`src/sv/isrc_pkg.sv`:
```
// ----------------------------------------------------------------------------
// Interval schedule range count package
// Request and result codes, datapath commands and the control/status structs
// shared between the controller and the datapath.
// ----------------------------------------------------------------------------
package isrc_pkg;

    // Width of a time value on the ports and in the jump table.
    localparam int TIME_W  = 10;
    // Width of the request and result kind fields.
    localparam int KIND_W  = 2;
    // Width of the reported interval count and its saturation value.
    localparam int COUNT_W = 11;
    localparam logic [COUNT_W-1:0] COUNT_MAX = 11'h7FF;

    // Request codes.
    localparam logic [KIND_W-1:0] REQ_LOAD  = 2'd0;
    localparam logic [KIND_W-1:0] REQ_BUILD = 2'd1;
    localparam logic [KIND_W-1:0] REQ_QUERY = 2'd2;
    localparam logic [KIND_W-1:0] REQ_CLEAR = 2'd3;

    // Result codes.
    localparam logic [KIND_W-1:0] RES_BUILD = 2'd0;
    localparam logic [KIND_W-1:0] RES_QUERY = 2'd1;
    localparam logic [KIND_W-1:0] RES_CLEAR = 2'd2;

    // Datapath operations.
    typedef logic [3:0] t_dp_op;
    localparam t_dp_op DP_NOP       = 4'd0;
    localparam t_dp_op DP_CAPTURE   = 4'd1;
    localparam t_dp_op DP_WIPE_ALL  = 4'd2;
    localparam t_dp_op DP_WIPE_L0   = 4'd3;
    localparam t_dp_op DP_LOAD_RD   = 4'd4;
    localparam t_dp_op DP_LOAD_WR   = 4'd5;
    localparam t_dp_op DP_PFX       = 4'd6;
    localparam t_dp_op DP_PFX_DRAIN = 4'd7;
    localparam t_dp_op DP_LVL_A     = 4'd8;
    localparam t_dp_op DP_LVL_B     = 4'd9;
    localparam t_dp_op DP_LVL_W     = 4'd10;
    localparam t_dp_op DP_QRY_RD    = 4'd11;
    localparam t_dp_op DP_QRY_STEP  = 4'd12;
    localparam t_dp_op DP_EMIT      = 4'd13;

    // Command from the controller to the datapath.
    typedef struct packed {
        t_dp_op op;
    } t_dp_cmd;

    // Status from the datapath to the controller.
    typedef struct packed {
        logic addr_last;
        logic lv_last;
        logic lv_zero;
    } t_dp_stat;

endpackage

```
`src/sv/isrc_ctrl.sv`:
```
// ----------------------------------------------------------------------------
// Interval schedule range count controller
// Sequences the clearing pass, loads, the table build, queries and clears,
// and raises the result strobe.
// ----------------------------------------------------------------------------
module isrc_ctrl (
    input  logic                            i_clk,
    input  logic                            i_rst_n,
    input  logic                            i_start,
    input  logic [isrc_pkg::KIND_W-1:0]     i_req_type,
    input  isrc_pkg::t_dp_stat              i_stat,
    output isrc_pkg::t_dp_cmd               o_cmd,
    output logic                            o_busy,
    output logic                            o_strobe
);

    localparam logic [3:0] S_INIT     = 4'd0;
    localparam logic [3:0] S_IDLE     = 4'd1;
    localparam logic [3:0] S_LOAD_RD  = 4'd2;
    localparam logic [3:0] S_LOAD_WR  = 4'd3;
    localparam logic [3:0] S_PFX      = 4'd4;
    localparam logic [3:0] S_PFX_END  = 4'd5;
    localparam logic [3:0] S_LVL_A    = 4'd6;
    localparam logic [3:0] S_LVL_B    = 4'd7;
    localparam logic [3:0] S_LVL_W    = 4'd8;
    localparam logic [3:0] S_QRY_RD   = 4'd9;
    localparam logic [3:0] S_QRY_STEP = 4'd10;
    localparam logic [3:0] S_CLR      = 4'd11;
    localparam logic [3:0] S_DONE     = 4'd12;

    logic [3:0] r_state;
    logic [3:0] n_state;
    logic       r_strobe;
    logic       n_strobe;

    // Next state and datapath command.
    always_comb begin
        n_state  = r_state;
        n_strobe = 1'b0;
        o_cmd.op = isrc_pkg::DP_NOP;
        case (r_state)
            S_INIT: begin
                o_cmd.op = isrc_pkg::DP_WIPE_ALL;
                if (i_stat.addr_last) begin
                    n_state = S_IDLE;
                end
            end
            S_IDLE: begin
                if (i_start) begin
                    o_cmd.op = isrc_pkg::DP_CAPTURE;
                    case (i_req_type)
                        isrc_pkg::REQ_LOAD:  n_state = S_LOAD_RD;
                        isrc_pkg::REQ_BUILD: n_state = S_PFX;
                        isrc_pkg::REQ_QUERY: n_state = S_QRY_RD;
                        default:             n_state = S_CLR;
                    endcase
                end
            end
            S_LOAD_RD: begin
                o_cmd.op = isrc_pkg::DP_LOAD_RD;
                n_state  = S_LOAD_WR;
            end
            S_LOAD_WR: begin
                o_cmd.op = isrc_pkg::DP_LOAD_WR;
                n_state  = S_IDLE;
            end
            S_PFX: begin
                o_cmd.op = isrc_pkg::DP_PFX;
                if (i_stat.addr_last) begin
                    n_state = S_PFX_END;
                end
            end
            S_PFX_END: begin
                o_cmd.op = isrc_pkg::DP_PFX_DRAIN;
                n_state  = S_LVL_A;
            end
            S_LVL_A: begin
                o_cmd.op = isrc_pkg::DP_LVL_A;
                n_state  = S_LVL_B;
            end
            S_LVL_B: begin
                o_cmd.op = isrc_pkg::DP_LVL_B;
                n_state  = i_stat.addr_last ? S_LVL_W : S_LVL_A;
            end
            S_LVL_W: begin
                o_cmd.op = isrc_pkg::DP_LVL_W;
                n_state  = i_stat.lv_last ? S_DONE : S_LVL_A;
            end
            S_QRY_RD: begin
                o_cmd.op = isrc_pkg::DP_QRY_RD;
                n_state  = S_QRY_STEP;
            end
            S_QRY_STEP: begin
                o_cmd.op = isrc_pkg::DP_QRY_STEP;
                if (i_stat.lv_zero) begin
                    n_state = S_DONE;
                end
            end
            S_CLR: begin
                o_cmd.op = isrc_pkg::DP_WIPE_L0;
                if (i_stat.addr_last) begin
                    n_state = S_DONE;
                end
            end
            S_DONE: begin
                o_cmd.op = isrc_pkg::DP_EMIT;
                n_strobe = 1'b1;
                n_state  = S_IDLE;
            end
            default: begin
                n_state = S_INIT;
            end
        endcase
    end

    // State and strobe registers.
    always_ff @(posedge i_clk) begin
        if (!i_rst_n) begin
            r_state  <= S_INIT;
            r_strobe <= 1'b0;
        end else begin
            r_state  <= n_state;
            r_strobe <= n_strobe;
        end
    end

    assign o_busy   = (r_state != S_IDLE);
    assign o_strobe = r_strobe;

    // A result is only ever presented right after the done state.
    a_strobe_after_done: assert property (@(posedge i_clk) disable iff (!i_rst_n)
        r_strobe |-> $past(r_state == S_DONE))
        else $error("result strobe without a finished item");

    // An accepted item always takes the controller out of idle.
    a_accept_leaves_idle: assert property (@(posedge i_clk) disable iff (!i_rst_n)
        (r_state == S_IDLE) && i_start |=> (r_state != S_IDLE))
        else $error("accepted item did not start work");

    // No strobe while the table is still being cleared after reset.
    a_no_strobe_in_init: assert property (@(posedge i_clk) disable iff (!i_rst_n)
        (r_state == S_INIT) |-> !r_strobe && o_busy)
        else $error("activity during the clearing pass");

endmodule

```
`config.mk`:
```
export PLATFORM = sky130hd
export DESIGN_NAME = isrc_ctrl
export DESIGN_NICKNAME = d
export VERILOG_FILES = /design/src/sv/isrc_pkg.sv /design/src/sv/isrc_ctrl.sv
export SDC_FILE = /design/constraint.sdc
export NUM_CORES = 1
export LEC_CHECK = 0
export CAP_MARGIN = 10
export CORE_AREA = 5 5 42 44
export DETAILED_ROUTE_END_ITERATION = 8
export DIE_AREA = 0 0 47 49
export DONT_BUFFER_PORTS = 1
export GPL_ROUTABILITY_DRIVEN = 0
export PLACE_DENSITY_LB_ADDON = 0.15
export SLEW_MARGIN = 40
export SYNTH_ARGS = -nofsm -noshare
export SYNTH_HDL_FRONTEND = slang
export SYNTH_SLANG_ARGS = --single-unit
```
`constraint.sdc`:
```
create_clock -name i_clk -period 1.6 [get_ports i_clk]
set_clock_uncertainty 0.2 [all_clocks]
set_input_delay 0.08 -clock i_clk [delete_from_list [all_inputs] [get_ports i_clk]]
set_output_delay 0.08 -clock i_clk [all_outputs]
set_load 0.03 [all_outputs]
```
# After elaboration in Yosys (flattened, before gate mapping)
# Cells that the tools add are included.
# word_totals
wordCells,38
input_bits,8
ff_bits,5
output_inout_bits,6
# op_classes
n_mux,12
n_eq_ne,20
reduce_logical,4
# ops
operator,count
$pmux 4 s13,1
$pmux 4 s12,1
$mux 4,7
$eq 4x4->1 const B,5
$eq 4x3->1 const B,4
$pmux 4 s3,1
$ne 2x2->1 const B,5
$eq 4x2->1 const B,2
$reduce_and 5->1,1
$eq 4x1->1 const B,1
$logic_not 4->1,1
$ne 4x1->1 const B,1
$eq 2x1->1 const B,1
$eq 2x2->1 const B,1
$logic_not 2->1,1
$mux 1,2
$reduce_or 2->1,1

# Logic depth before layout (Yosys ltp)
# logic_depth
ltp_word,4
depth_mapped,7
ltp_nobuf,7

# Least setup slack after synthesis
# No wires, ideal clock.
# synth_timing
kind,flip-flop to output port
start,register r_state[0]
end,output o_cmd[1] (netlist bit)
arrival_time_ns,1.561
path_buffers,2
slack_ns,-0.241
t_required_ns,1.320
stages_incl_launch_ff,6
cell_sequence,dfxtp_1 > clkbuf_1 > clkbuf_1 > nor2_1 > nor2_1 > o21ai_0
# synth_lines
item,line,rtl
"start, declared",isrc_ctrl.sv:31,logic [3:0] r_state;
"start signal, assigned",isrc_ctrl.sv:122,r_state <= n_state;
"end, declared",isrc_ctrl.sv:12,"output isrc_pkg::t_dp_cmd o_cmd,"

# Final worst setup path
# layout_timing
start,register r_state[3]
end,register r_state[3]
# layout_via
elab_chain_len,3
elab_cells_between_ends,21
cone_classes,eq/ne (17); mux (1); reduce/logical (3)
# layout_lines
item,line,rtl
$eq 4x4->1 (tied with other cells),isrc_ctrl.sv:41,case (r_state)
$reduce_or 2->1 (no line) or $ne 2x2->1 (tied branches),-,
$pmux 4 s12 or $reduce_and 5->1 (tied branches),-,
# Several ways; a longest one is shown, not always the timed one.
# A chain may end at the register's enable or synchronous reset.

==> metrics.md <==
| Metric | Value |
|---|---|
| Comb pwr share | `about two thirds` |
| CP max FO | `4` |
| Die ar. | `around 2300 um^2` |
| Tcrit/Tclk final | `110%` |
| GRT Resource Usage Total | `about 17%` |
| CP peak stage delay | `between 0.5 and 0.6 ns` |
| Final Net Count | `between 100 and 150` |
| Reg2reg end | `r_state[3]$_SDFFE_PN0P_` |
| Power per cell area | `between 900 and 1000 nW/um^2` |
| Sequential Power Share | `between 10% and 20%` |
| Final Hold Vio Count | `0` |
| Largest net degree at the start of global routing | `15` |
| Grt peak-use layer | `met2` |
| Slew Limit Fails | `0` |
| Synth warn | `0` |
| Clock network power share | `between 10% and 20%` |
| CP arrival | `approximately 1.7 ns` |
| CP cell instances | `or4b_4 > a21oi_2 > nand3b_4 > o21bai_1 > a21boi_1` |
| Htree depth | `1` |
| Cells after Synth | `83` |
| Setup-failing EPs final | `7` |
| Rel. slew slack | `73.7%` |
| Worst R2R Path Depth | `5` |
| Post-DP HPWL | `between 1000 and 1500 um` |
| Antenna violations before repair | `0` |
| Finished Layout Cells | `~130` |
| Unique masters post-synth | `34` |
| Antenna cells | `0` |
| Row count | `14` |
| Syn avg cell area | `just under 7 um^2` |
| Placed insts | `roughly 110` |
| Status | `finished with violations` |
| Total clock sinks | `5` |
| Area delta synth->final | `64.6%` |
| Failing checks | `negative setup slack` |
| Crit path launch type | `register` |
| Hold-critical path depth | `4` |
| CP Class | `register to register` |
| Reg2Reg Setup Slack | `-0.16 ns` |
| Via/cell ratio | `~5.6` |
| Peak supply drop | `0.000644 V` |
| Number of global-route vias before repair | `about 660` |
| First-pass detailed-route iteration total | `4` |
| Maximum root-to-sink buffer count | `2` |
| CTS tree | `yes` |
| Hold_sp | `i_stat[2]` |
| Switch share | `41.4%` |
| Seq cells post-synth | `5` |
| RR Startpoint | `r_state[3]$_SDFFE_PN0P_` |
| Root buffer cell | `clkbuf_4` |
| Commonest cells after routing, fill and taps aside | `buf_4 (22), nand2_1 (7), o21ai_0 (5)` |
| Global route total overflow | `0` |
| NetSw | `roughly 370 uW` |
| Pleak | `approximately 0.0004 uW` |
| Core Region | `around 1400 um^2` |
| Internal power | `about 530 uW` |
| Core Util, Final | `about 67%` |
| First-iteration detailed-routing DRC count | `14` |
| Met1 Resource Use GR | `19.8%` |
| Critical path's slowest cell | `or4b_4` |
| Die width | `around 47 um` |
| Antenna Violating Nets Remaining | `0` |
| Post-route setup slack | `-0.159 ns` |
| Commonest non-fill, non-tap cell in the layout | `buf_4` |
| Final Instance Area | `roughly 940 um^2` |
| WP data required | `approximately 1.5 ns` |
| Die Span Y | `around 49 um` |
| Routed len/inst | `15.6 um` |
| Worst Hold Path EP | `r_state[3]$_SDFFE_PN0P_` |
| DRC | `0` |
| Buffers on Ports | `0` |
| Total power | `around 900 uW` |
| Layout cells sized above 1 | `~45%` |
| Hold_ws | `slightly below 0.06 ns` |
| Fmax | `around 570 MHz` |
| Register area share after synthesis | `roughly 18%` |
| Initial core utilization | `between 40% and 50%` |
| Clk pin slew, worst setup/hold paths | `around 0.040 ns` |
| Placement Cell Area | `approximately 700 um^2` |
| Via count | `~700` |
| Actual slew at the worst max-slew pin | `roughly 0.39 ns` |
| Drt total wl | `approximately 2000 um` |
| Crit. End Element | `register` |
| Met2 Use GR | `a little under a third` |
| First-pass GRT wire length | `2920 um` |
| Worst skew pair latency | `0.25 ns` |
| GR Layer Usage met3 | `0.738%` |
| Maxcap violations | `0` |
| # fillers | `between 100 and 150` |
| Ports | `14` |
| RSZ-0062 raised after global routing | `true` |
| CTS buffer count | `3` |
| Synth Cell Area | `roughly 570 um^2` |
| Min-delay worst type | `primary input to register` |
| Synth Net Count | `94` |
| Fin crit period | `between 1.5 and 2 ns` |
[worst max path at each step]
stage	startpoint	end
finish	r_state[3]$_SDFFE_PN0P_	r_state[3]$_SDFFE_PN0P_
global route	r_state[3]$_SDFFE_PN0P_	r_state[3]$_SDFFE_PN0P_
CTS	r_state[3]$_SDFFE_PN0P_	r_state[2]$_SDFFE_PN0P_
detailed placement	r_state[3]$_SDFFE_PN0P_	r_state[2]$_SDFFE_PN0P_
global placement	r_state[1]$_SDFFE_PN0P_	r_state[1]$_SDFFE_PN0P_
floorplan	r_state[0]$_SDFFE_PN0P_	r_state[2]$_SDFFE_PN0P_
[metrics by stage]
| stage | TNS (ns) | setup WS (ns) |
|---|---|---|
| 3_3_place_gp | -0.191 | -0.0581 |
| 6_report | -0.723 | -0.159 |
| 5_1_grt | -1.11 | -0.197 |
| 2_1_floorplan | -0.0338 | -0.0186 |
| 4_1_cts | -0.490 | -0.0940 |
| 3_5_place_dp | -0.302 | -0.103 |
[what timing repair did]
action / in CTS / in global routing
gates resized for setup: 13 / 10
buffers inserted: 10 / 4
endpoints found under the setup margin: 9 / 9
pin swaps: 6 / 3
endpoints found under the hold margin: 5 / 0
hold buffers: 3 / 0
[per-layer routing]
layer  wire [um]  part of all wire, %  vias up
met5           0                    0        -
met4          68                  3.5        0
met3          58                  3.0        6
met2        1080                   55       18
met1         759                   39      326
li1            -                    -      354
[power by group through the flow]
stage | combinational [uW] | sequential [uW] | clock [uW]
finish | 589 | 161 | 154
global route | 630 | 163 | 169
CTS | 536 | 158 | 157
detailed placement | 425 | 162 | 0
global placement | 419 | 162 | 0
floorplan | 310 | 156 | 0
[cells by family (layout without fill, tap and decap cells)]
logic type / count (synthesis) / count (layout) / synth area share (%)
flops: 5 / 5 / 17.5
fa+ha+maj: 3 / 3 / 6.57
simple gates: 33 / 33 / 33.5
buf+inv: 11 / 38 / 8.31
compound gates: 30 / 30 / 32.6
xor+xnor: 1 / 1 / 1.53
[state kept, by name (all words and copies together), names as in the netlist]
name	flops
o_strobe	1
r_state	4
[area by class of cell]
| class | count | area [um^2] | share of cell area (%) |
|---|---|---|---|
| multi-input cells | 67 | 500 | 53.2 |
| well taps | 16 | 20.0 | 2.13 |
| clock buffers | 4 | 26.3 | 2.79 |
| inverters | 3 | 11.3 | 1.20 |
| flip-flops and latches | 5 | 108 | 11.4 |
| repair buffers | 31 | 275 | 29.3 |
[cells in the mapped netlist, drive strengths merged]
library cell	n	share of area (%)
nand2	8	5.3
and2	1	1.1
o22ai	1	1.1
o21ai	9	7.9
nand3	1	0.87
buf	6	5.0
o31ai	1	1.3
clkbuf	2	1.3
a21oi	6	5.3
or4bb	1	2.0
o21a	2	2.6
and3b	1	1.5
a2111oi	1	1.5
nor4	2	2.2
a21boi	2	2.6
inv	3	2.0
o211ai	1	1.3
nand3b	3	4.6
o2111ai	1	1.5
nor2b	5	5.5
xnor2	1	1.5
a211oi	2	2.6
or4b	2	3.5
ha	3	6.6
nor3	1	0.87
a31oi	2	2.2
o21bai	2	2.6
nand2b	2	2.2
dfxtp	5	18
nor2	6	3.9
[worst max-delay path: cells and delay by family (launching register included)]
kind | cells | cell delay [ns]
and+or+nand+nor | 2 | 0.73
DFF | 1 | 0.34
AOI/OAI and AO/OA | 3 | 0.37
Note: power is estimated with default switching activity, not from simulation.
